`src/rtl/ffha_pkg.sv`:
```
// ---------------------------------------------------------------------------
// ffha_pkg: shared types and constants of the first-fit heap allocator
// ---------------------------------------------------------------------------
`timescale 1ns / 1ps

package ffha_pkg;

  localparam int unsigned HEAP_BYTES_DEF   = 262144;
  localparam int unsigned HEADER_BYTES_DEF = 12;
  localparam int unsigned MAX_BLOCKS_DEF   = 64;

  localparam int unsigned OFS_W  = 18;  // payload offset field width
  localparam int unsigned REQ_W  = 19;  // request size field width
  localparam int unsigned SIZE_W = 19;  // block size width (up to 256 KiB)

  // Operation codes
  localparam logic FUNC_ALLOC   = 1'b0;
  localparam logic FUNC_RELEASE = 1'b1;

  // Result status codes
  typedef enum logic [1:0] {
    ST_OK      = 2'd0,
    ST_NO_FIT  = 2'd1,
    ST_UNKNOWN = 2'd2
  } status_t;

  // One block table entry
  typedef struct packed {
    logic [OFS_W-1:0]  offset;
    logic [SIZE_W-1:0] size;
    logic              is_free;
  } blk_t;

endpackage

```
`src/rtl/first_fit_heap_allocator.sv`:
```
// ---------------------------------------------------------------------------
// first_fit_heap_allocator: first-fit allocator with split and forward merge
// Each entry is read (S_RD) and then checked (S_CHK) in turn; a split or merge
// shifts the later entries one at a time, each read and then written back.
// One item at a time; busy is high from start until the strobe cycle.
// Reset: synchronous; after reset a clearing step writes entry 0 as one free
// block covering the heap before start is taken. Receiver cannot stall.
// ---------------------------------------------------------------------------
`timescale 1ns / 1ps

module first_fit_heap_allocator #(
  parameter int unsigned HEAP_BYTES   = ffha_pkg::HEAP_BYTES_DEF,
  parameter int unsigned HEADER_BYTES = ffha_pkg::HEADER_BYTES_DEF,
  parameter int unsigned MAX_BLOCKS   = ffha_pkg::MAX_BLOCKS_DEF
) (
  input  logic                       clk,
  input  logic                       rst,
  input  logic                       start,
  output logic                       busy,
  input  logic                       func,
  input  logic [ffha_pkg::REQ_W-1:0] request_size,
  input  logic [ffha_pkg::OFS_W-1:0] release_offset,
  output logic                       done,
  output logic [ffha_pkg::OFS_W-1:0] payload_offset,
  output logic [1:0]                 status
);
  import ffha_pkg::*;

  localparam int unsigned IDX_W = $clog2(MAX_BLOCKS);
  localparam int unsigned CNT_W = $clog2(MAX_BLOCKS + 1);
  localparam int unsigned RSZ_W = SIZE_W + 1;  // rounded request keeps its carry
  localparam logic [SIZE_W-1:0] HDR      = SIZE_W'(HEADER_BYTES);
  localparam logic [SIZE_W-1:0] HDR_P8   = SIZE_W'(HEADER_BYTES + 8);
  localparam logic [SIZE_W-1:0] INIT_SZ  = SIZE_W'(HEAP_BYTES - HEADER_BYTES);
  localparam logic [CNT_W-1:0]  MAX_CNT  = CNT_W'(MAX_BLOCKS);

  typedef enum logic [3:0] {
    S_INIT, S_IDLE, S_RD, S_CHK, S_INS_RD, S_INS_WR, S_HEAD,
    S_NXT_RD, S_NXT_CHK, S_REM_RD, S_REM_WR, S_DONE
  } state_t;

  // Block table memory, one read port with registered data
  blk_t mem [MAX_BLOCKS];
  logic [IDX_W-1:0] rd_addr;
  blk_t             rd_data;
  logic             wr_en;
  logic [IDX_W-1:0] wr_addr;
  blk_t             wr_data;

  always_ff @(posedge clk) begin
    if (wr_en) mem[wr_addr] <= wr_data;
    rd_data <= mem[rd_addr];
  end

  state_t            state;
  logic [CNT_W-1:0]  count;
  logic [CNT_W-1:0]  k;       // scanned entry
  logic [CNT_W-1:0]  j;       // shift pointer
  logic              op;
  logic [RSZ_W-1:0]  sz;
  logic [OFS_W-1:0]  rel;
  blk_t              hit;     // entry found, updated copy
  blk_t              tail;    // entry to insert
  logic [SIZE_W-1:0] rem_next;

  // Combinational tests on the entry read
  logic              fits, split, match;
  logic [RSZ_W-1:0]  sz_next;
  assign sz_next = (RSZ_W'(request_size) + RSZ_W'(7)) & ~RSZ_W'(7);
  assign fits  = rd_data.is_free && (RSZ_W'(rd_data.size) >= sz);
  assign split = (RSZ_W'(rd_data.size) > sz + RSZ_W'(HDR_P8)) && (count < MAX_CNT);
  assign match = (SIZE_W'(rd_data.offset) + HDR) == SIZE_W'(rel);
  assign rem_next = rd_data.size - sz[SIZE_W-1:0] - HDR;

  // Memory access control
  always_comb begin
    rd_addr = k[IDX_W-1:0];
    wr_en   = 1'b0;
    wr_addr = k[IDX_W-1:0];
    wr_data = hit;
    case (state)
      S_INIT: begin
        wr_en   = 1'b1;
        wr_addr = '0;
        wr_data = '{offset: '0, size: INIT_SZ, is_free: 1'b1};
      end
      S_INS_RD: rd_addr = IDX_W'(j - CNT_W'(1));
      S_INS_WR: begin
        wr_en = 1'b1; wr_addr = j[IDX_W-1:0]; wr_data = rd_data;
      end
      S_HEAD: begin
        wr_en = 1'b1; wr_addr = k[IDX_W-1:0]; wr_data = hit;
      end
      S_NXT_RD: rd_addr = IDX_W'(k + CNT_W'(1));
      S_REM_RD: rd_addr = IDX_W'(j + CNT_W'(1));
      S_REM_WR: begin
        wr_en = 1'b1; wr_addr = j[IDX_W-1:0]; wr_data = rd_data;
      end
      default: ;
    endcase
  end

  assign busy = (state != S_IDLE);

  // Control sequencer
  always_ff @(posedge clk) begin
    if (rst) begin
      state <= S_INIT;
      count <= CNT_W'(1);
      done  <= 1'b0;
      k     <= '0;
      j     <= '0;
    end else begin
      done <= 1'b0;
      case (state)
        S_INIT: state <= S_IDLE;
        S_IDLE: begin
          if (start) begin
            op  <= func;
            sz  <= sz_next;
            rel <= release_offset;
            k   <= '0;
            j   <= '0;
            payload_offset <= '0;
            if (func == FUNC_RELEASE && release_offset == '0) begin
              status <= ST_OK;
              state  <= S_DONE;
            end else begin
              state <= S_RD;
            end
          end
        end
        S_RD: state <= S_CHK;
        S_CHK: begin
          if (op == FUNC_ALLOC && fits) begin
            hit <= '{offset: rd_data.offset,
                     size: split ? sz[SIZE_W-1:0] : rd_data.size,
                     is_free: 1'b0};
            payload_offset <= rd_data.offset + OFS_W'(HEADER_BYTES);
            status <= ST_OK;
            if (split) begin
              tail.offset <= rd_data.offset + OFS_W'(HDR + sz[SIZE_W-1:0]);
              tail.size   <= rem_next;
              tail.is_free <= 1'b1;
              j     <= count;
              state <= (count == k + CNT_W'(1)) ? S_HEAD : S_INS_RD;
            end else begin
              state <= S_HEAD;
            end
          end else if (op == FUNC_RELEASE && match) begin
            hit <= '{offset: rd_data.offset, size: rd_data.size, is_free: 1'b1};
            status <= ST_OK;
            state  <= S_NXT_RD;
          end else if (k + CNT_W'(1) >= count) begin
            status <= (op == FUNC_ALLOC) ? ST_NO_FIT : ST_UNKNOWN;
            state  <= S_DONE;
          end else begin
            k     <= k + CNT_W'(1);
            state <= S_RD;
          end
        end
        // Shift entries k+1..count-1 up by one, from the top down
        S_INS_RD: state <= S_INS_WR;
        S_INS_WR: begin
          j     <= j - CNT_W'(1);
          state <= (j - CNT_W'(1) == k + CNT_W'(1)) ? S_HEAD : S_INS_RD;
        end
        // Write the found entry, and the tail entry after a split
        S_HEAD: begin
          if (op == FUNC_ALLOC && j != '0) begin
            hit   <= tail;
            k     <= k + CNT_W'(1);
            j     <= '0;
            count <= count + CNT_W'(1);
            state <= S_HEAD;
          end else begin
            state <= S_DONE;
          end
        end
        // Release: look at the successor for a merge
        S_NXT_RD: state <= (k + CNT_W'(1) < count) ? S_NXT_CHK : S_HEAD;
        S_NXT_CHK: begin
          if (rd_data.is_free) begin
            hit.size <= hit.size + HDR + rd_data.size;
            j        <= k + CNT_W'(1);
            state    <= (k + CNT_W'(2) < count) ? S_REM_RD : S_HEAD;
            count    <= count - CNT_W'(1);
          end else begin
            state <= S_HEAD;
          end
        end
        // Shift entries down by one over the removed successor
        S_REM_RD: state <= S_REM_WR;
        S_REM_WR: begin
          j     <= j + CNT_W'(1);
          state <= (j + CNT_W'(1) < count) ? S_REM_RD : S_HEAD;
        end
        S_DONE: begin
          done  <= 1'b1;
          state <= S_IDLE;
        end
        default: state <= S_IDLE;
      endcase
    end
  end

  // Checks
  a_count_range: assert property (@(posedge clk) disable iff (rst)
    (count != '0) && (count <= MAX_CNT))
    else $error("block count out of range");
  a_done_idle: assert property (@(posedge clk) disable iff (rst)
    done |-> state == S_IDLE)
    else $error("strobe outside idle");
  a_start_busy: assert property (@(posedge clk) disable iff (rst)
    (start && !busy) |=> busy)
    else $error("accepted item did not raise busy");
  a_ok_status: assert property (@(posedge clk) disable iff (rst)
    (done && payload_offset != '0) |-> status == ST_OK)
    else $error("grant with error status");

endmodule
```
`config.mk`:
```
export PLATFORM = sky130hd
export DESIGN_NAME = first_fit_heap_allocator
export DESIGN_NICKNAME = d
export VERILOG_FILES = /design/src/rtl/ffha_pkg.sv /design/src/rtl/first_fit_heap_allocator.sv
export SDC_FILE = /design/constraint.sdc
export NUM_CORES = 2
export LEC_CHECK = 0
export ABC_AREA = 1
export BUFFER_PORTS_ARGS = -buffer_cell sky130_fd_sc_hd__buf_4
export CAP_MARGIN = 20
export CORE_MARGIN = 2
export CORE_UTILIZATION = 45
export CTS_CLUSTER_DIAMETER = 50
export CTS_CLUSTER_SIZE = 16
export DETAILED_ROUTE_END_ITERATION = 8
export GPL_ROUTABILITY_DRIVEN = 1
export PLACE_DENSITY_LB_ADDON = 0.2
export SLEW_MARGIN = 40
export SYNTH_ARGS = -nofsm -noshare
export SYNTH_HDL_FRONTEND = slang
export SYNTH_SLANG_ARGS = --single-unit
```
`constraint.sdc`:
```
create_clock -name clk -period 10.6 [get_ports clk]
set_clock_uncertainty 0.05 [all_clocks]
set_input_delay 1.59 -clock clk [delete_from_list [all_inputs] [get_ports clk]]
set_output_delay 1.59 -clock clk [all_outputs]
set_load 0.05 [all_outputs]
```
### Word level (Yosys, flattened, before mapping)

Memory sizes are Yosys's and may differ from the RTL's. A register that Yosys moved wholly into a read port is not among the register bits.
Index checks and enable logic that the tools add are counted.

| storage, ports and cells | value |
|---|---|
| bits in registers | 157 |
| bits in latches | 0 |
| bits in writable memories | 2,432 |
| ROM bits | 0 |
| bits of input ports | 41 |
| output and inout bits | 22 |
| word-level logic and storage cells | 146 |
| memories kept | 1 |

Memories:

| name | depth | bits a word | read ports | clocked after Yosys merged registers in | wr ports | RTL line | source |
|---|---|---|---|---|---|---|---|
| mem | 64 | 38 | 1 | 1 | 1 | first_fit_heap_allocator.sv:43 | `blk_t mem [MAX_BLOCKS];` |

| operators by class | value |
|---|---|
| add/subtract/negate cells | 16 |
| multipliers | 0 |
| divide/modulo/power cells | 0 |
| $lt $le $gt $ge | 7 |
| equality and inequality tests | 26 |
| shifts and indexed selects | 0 |
| multiplexer cells | 53 |
| bitwise operators | 2 |
| reductions and logical operators | 26 |

Operators by type and width:

| operator | count |
|---|---|
| two-way mux 38 bit | 3 |
| two-way mux 7 bit | 11 |
| case mux 38 bit (2 select lines) | 1 |
| case mux 18 bit (2 select lines) | 2 |
| case mux 19 bit (3 select lines) | 1 |
| case mux 7 bit (6 select lines) | 1 |
| two-way mux 4 bit | 10 |
| case mux 4 bit (10 select lines) | 1 |
| two-way mux 19 bit | 2 |
| two-way mux 18 bit | 2 |
| adder 7 x 1 -> 7 bit (second input constant) | 3 |
| < comparator 7 bit | 3 |
| case mux 7 bit (3 select lines) | 1 |
| adder 19 x 3 -> 20 bit (second input constant) | 1 |
| adder 20 x 5 -> 20 bit (second input constant) | 1 |
| greater-or-equal comparator 19 x 20 -> 1 bit | 1 |
| greater-than comparator 19 x 20 -> 1 bit | 1 |
| adder 18 x 4 -> 19 bit (second input constant) | 1 |
| adder 19 bit | 1 |
| adder 19 x 4 -> 19 bit (second input constant) | 1 |
| == test 19 x 18 -> 1 bit | 1 |
| subtractor 19 bit | 1 |
| subtractor 19 x 4 -> 19 bit (second input constant) | 1 |
| adder 18 bit | 1 |
| 36 further kinds | 78 |

### Logic depth before layout (Yosys ltp)

| logic depth | value |
|---|---|
| depth after elaboration | 6 |
| gate-level depth with buffers | 26 |

### Worst setup path before layout

OpenSTA, ideal clock, no wires.

| timing | value |
|---|---|
| kind | register to register |
| from | register sz[4] |
| to | register tail[10] in the netlist's numbering (enable) |
| arrival time | 5,891 ps |
| data required time | 10,026 ps |
| path slack | 4,135 ps |
| cell stages (with the launch flop) | 18 |
| path buffers | 0 |
| clock period less this slack | 6,465 ps |
| cell sequence | edfxtp_1 > ha_1 > nand2_1 > nor2_1 > nand3_1 > nor2_1 > nand2_1 > nor2_1 > inv_1 > nor2_1 > nand2_1 > o21ai_0 > o21ai_0 > ha_1 > and3_1 > a41oi_1 > nand3_1 > nor4_1 |

| on the way | value |
|---|---|
| cells in the longest elaborated chain, start to end | 4 |
| elaborated cells between the ends (all ways) | 7 |
| classes of those cells | 1 x add/sub; 2 x order compare; 4 x reduce/logical |

Ends and longest elaborated chain:

| element | RTL line | source |
|---|---|---|
| start, declared | first_fit_heap_allocator.sv:60 | `logic [RSZ_W-1:0] sz;` |
| start signal, assigned | first_fit_heap_allocator.sv:120 | `sz <= sz_next;` |
| adder 20 x 5 -> 20 bit or greater-or-equal comparator 19 x 20 -> 1 bit (tied branches) | first_fit_heap_allocator.sv:71, first_fit_heap_allocator.sv:70 |  |
| greater-than comparator 19 x 20 -> 1 bit or logical AND 1 bit (tied branches) | first_fit_heap_allocator.sv:71, first_fit_heap_allocator.sv:70 |  |
| logical AND 1 bit, on equally long branches | first_fit_heap_allocator.sv:71, first_fit_heap_allocator.sv:135 |  |
| AND reduction 4 bit (no source line) * | - |  |
| end, declared | first_fit_heap_allocator.sv:63 | `blk_t tail;` |

Every way passes the cells marked *; elsewhere a longest branch is shown, timed or not.
A chain may end at the register's enable or synchronous reset.

### Final worst setup path

| timing | value |
|---|---|
| from | register state[3] |
| to | memory mem[23][36] in the netlist's numbering (enable) |

| on the way | value |
|---|---|
| cells in the longest elaborated chain, start to end | 5 |
| elaborated cells between the ends (all ways) | 10 |
| classes of those cells | 3 x eq/ne; 4 x mux; 3 x reduce/logical |

Ends and longest elaborated chain:

| element | RTL line | source |
|---|---|---|
| start, declared | first_fit_heap_allocator.sv:55 | `state_t state;` |
| start signal, assigned | first_fit_heap_allocator.sv:146 | `state <= (count == k + CNT_W'(1)) ? S_HEAD : S_INS_RD;` |
| start signal, assigned | first_fit_heap_allocator.sv:166 | `state <= (j - CNT_W'(1) == k + CNT_W'(1)) ? S_HEAD : S_INS_RD;` |
| start signal, assigned | first_fit_heap_allocator.sv:181 | `S_NXT_RD: state <= (k + CNT_W'(1) < count) ? S_NXT_CHK : S_HEAD;` |
| == test 4 x 3 -> 1 bit (tied with other cells) | first_fit_heap_allocator.sv:81 | `case (state)` |
| OR reduction 4 bit (no source line) | - |  |
| two-way mux 1 bit | first_fit_heap_allocator.sv:81 |  |
| two-way mux 1 bit | first_fit_heap_allocator.sv:51 | `if (wr_en) mem[wr_addr] <= wr_data;` |
| two-way mux 1 bit (not written as such) | first_fit_heap_allocator.sv:51 |  |
| end, declared | first_fit_heap_allocator.sv:43 |  |

Several ways; a longest one is shown, not always the timed one.

==> impl_metrics.py <==
metrics = {
    "timing": {
        "fin_crit_ns": 6.00,
        "setup_viol": 0,
        "holdWs_ns": 0.436,
        "fin_crit_sh_pct": 56.6,
        "worst_slew_pin_slew_ns": 0.911,
        "slew_violations": 0,
        "slew_headroom_pct": 39.3,
        "hold_violations": 0,
        "max_freq_ghz": 0.167,
        "setup_tns_ns": 0,
        "rsz0062_at_grt": "no",
    },
    "placed_design": {
        "gp_congestion": 0.903,
        "hpwl_um": 185000,
        "io_buffers": 62,
    },
    "finish": {
        "regArea_um2": 78200,
        "finalNetCount": 9766,
        "synthToLayoutAreaGrowth_pct": 13.1,
        "multi_input_area_um2": 28300,
        "nFillCells": 21500,
        "drive_gt1_share_pct": 8.90,
    },
    "routing": {
        "viasPerCell": 5.61,
        "first_pass_iters": 9,
        "route.detailed.drc": 0,
        "wirelength_um": 316000,
        "routedWlPerCell_um": 24.1,
        "detail-route-antenna-nets": 0,
        "initialDrtViolationCount": 8298,
        "routed-via-count": 73600,
    },
    "grt": {
        "grt_max_degree": 220,
        "grt_pass1_wl_um": 464000,
        "grt_usage_pct": 24.2,
        "top_usage_layer": "met2",
        "grt.met1_usage_pct": 33.8,
        "antenna_found_initial": 12,
        "grtUsageMet3_pct": 4.01,
        "grt_overflow": 0,
        "use_met2_pct": 38.8,
        "grt_pass1_vias": 69400,
    },
    "floorplanning": {
        "floorplan.initialDensity_pct": 45.2,
        "core-area_um2": 251000,
        "die_area_um2": 256000,
        "dieHeight_um": 506,
        "rows": 184,
        "io_pins": 63,
        "die_x_um": 506,
    },
    "cts": {
        "cts_buffers": 288,
        "cts.repair.resized": 0,
        "worstSkewPairLatency_ns": 0.94,
        "cts.clk_slew.worst_paths_ns": 0.06,
        "cts_max_level": 5,
        "cts_tree": "yes",
        "cts_buffer_depth": 4,
        "clkSinkCount": 2627,
        "clockRootBuffer": "clkbuf_16",
        "cts_setup_buffers": 0,
        "hold_buffers": 0,
    },
    "setup_path": {
        "endpoint_kind": "register",
        "critPathRequiredTime_ns": 11.15,
        "critPathKind": "reg2reg",
        "worstSetupStartpointType": "register",
        "crit_arrival_ns": 6.55,
        "critPathMaxFanout": 31,
    },
    "logic_synthesis": {
        "yosysSeqAreaShare_pct": 68.9,
        "synth_seq_cells": 2627,
        "syn_inst": 9576,
        "synth_cell_type_count": 51,
        "yosys_warnings": 0,
        "syn_nets": 9777,
        "netlist_area_um2": 113000,
        "synth.avg_cell_area_um2": 11.9,
    },
    "pwr": {
        "p_leak_nw": 45.5,
        "power_density_nw_per_um2": 220,
        "peakVddDrop_mv": 0.177,
    },
    "run": {
        "cap_violations": 0,
    },
    "hold_path": {
        "hold_class": "reg2reg",
    },
    "outcome": {
        "status": "finished clean",
    },
}
==> cells in the mapped netlist (all sizes together) <==
cell type | n | area [um^2]
a211oi | 2 | 15.0
a21boi | 5 | 37.5
a21o | 3 | 22.5
a21oi | 133 | 669
a221o | 1 | 10.0
a221oi | 3 | 26.3
a22o | 1 | 8.76
a22oi | 4 | 35.0
a31oi | 16 | 100
a41oi | 1 | 8.76
and2 | 2 | 12.5
and3 | 1 | 6.26
buf | 327 | 1590
clkbuf | 233 | 875
clkinv | 5 | 18.8
dfxtp | 64 | 1280
edfxtp | 2563 | 77000
fa | 3 | 60.1
ha | 157 | 1960
inv | 1458 | 5470
nand2 | 1601 | 6010
nand3 | 1237 | 6190
nand3b | 9 | 67.6
nand4 | 27 | 169
nor2 | 215 | 837
nor3 | 25 | 135
nor3b | 1 | 7.51
nor4 | 12 | 75.1
o2111ai | 4 | 35.0
o211ai | 1226 | 9200
o21a | 1 | 7.51
o21ai | 116 | 584
o21bai | 5 | 37.5
o221ai | 3 | 26.3
o22ai | 16 | 113
o31ai | 6 | 45.0
or2 | 8 | 50.1
xnor2 | 19 | 166
xor2 | 63 | 552
==> area by class of cell <==
| cell class | instances | area share, % |
|---|---|---|
| repair buffers | 259 | 2.01 |
| diodes | 4 | 0.00780 |
| multi-input cells | 4926 | 22.1 |
| flip-flops and latches | 2627 | 61.0 |
| well taps | 3348 | 3.26 |
| clock inverters | 173 | 1.48 |
| clock buffers | 320 | 5.90 |
| inverters | 1463 | 4.30 |
==> critical path, stage by stage (launching register included) <==
cell and delay [ns]:
dfxtp_1 0.47, inv_2 0.07, nand2_1 0.18, nor2_1 0.18
nor2_4 0.13, buf_4 0.62, inv_1 0.38, nor2_4 0.64
inv_2 0.07, buf_4 0.33, o22ai_1 0.47, nand2_1 0.16
nor2_1 0.17, nand2_1 0.48, nor2_4 0.80, buf_4 0.44
==> layout by cell type, fill, tap and decap left out, drive strengths merged, types with 18 or more instances in the layout <==
| cell | netlist | layout |
|---|---|---|
| ha | 157 | 157 |
| xor2 | 63 | 63 |
| nand2 | 1601 | 1601 |
| nand3 | 1237 | 1237 |
| edfxtp | 2563 | 2563 |
| bufinv | 0 | 21 |
| nor3 | 25 | 25 |
| o21ai | 116 | 116 |
| clkbuf | 233 | 320 |
| o211ai | 1226 | 1226 |
| buf | 327 | 259 |
| xnor2 | 19 | 19 |
| nand4 | 27 | 27 |
| clkinv | 5 | 72 |
| clkinvlp | 0 | 18 |
| inv | 1458 | 1525 |
| dfxtp | 64 | 64 |
| nor2 | 215 | 215 |
| a21oi | 133 | 133 |
==> metal layers <==
layer | up-vias | wire, um
li1 | 34200 | -
met3 | 559 | 24400
met2 | 2727 | 147000
met5 | - | 13
met1 | 36200 | 133000
met4 | 2 | 10600
==> report_power, final <==
part | total, mW | internal (mW) | switching, mW
sequential | 12.4 | 12.0 | 0.354
combinational | 5.78 | 1.57 | 4.20
clock | 10.1 | 5.79 | 4.32
total | 28.3 | 19.4 | 8.88
==> registers in the layout, summed over array words and instances (netlist names) <==
signal and count:
state 4, tail 37, op 1, count 7, sz 17, rd_data 38, rel 18, done 1
mem 2432, status 2, j 7, hit 38, k 7, payload_offset 18
==> logic make-up (layout without fill, tap and decap cells) <==
family | after synthesis | after routing | synth area share [%]
flip-flops | 2627 | 2627 | 68.9
AND/OR/NAND/NOR | 3138 | 3138 | 12.0
buffers and inverters | 2023 | 2215 | 7.01
AO/OA/AOI/OAI | 1546 | 1546 | 9.68
other | 0 | 4 | 0
XOR/XNOR | 82 | 82 | 0.633
adder cells (fa/ha/maj) | 160 | 160 | 1.78
==> path summary, 6_finish.rpt <==
path	start	end	slack, ns	cells after the start
max reg2reg	state[3]	mem[23][36]	4.60	15
max	state[3]	mem[23][36]	4.60	15
min	k[6]	k[6]	0.44	2
min reg2reg	k[6]	k[6]	0.44	2
==> stage by stage <==
step | cell area (um^2) | worst slack [ns] | util [%] | power, mW | cells
6_report | 128000 | 4.60 | 51.1 | 28.3 | 13100
2_1_floorplan | 113000 | 4.14 | - | 16.0 | 9576
5_1_grt | 128000 | 4.29 | 51.1 | 29.3 | 13100
4_1_cts | 128000 | 4.65 | 51.0 | 28.4 | 13100
3_3_place_gp | 118000 | 4.65 | 47.0 | 18.2 | 12600
3_5_place_dp | 119000 | 4.69 | 47.2 | 18.3 | 12600
No activity file was read; power rests on OpenSTA's default activity.
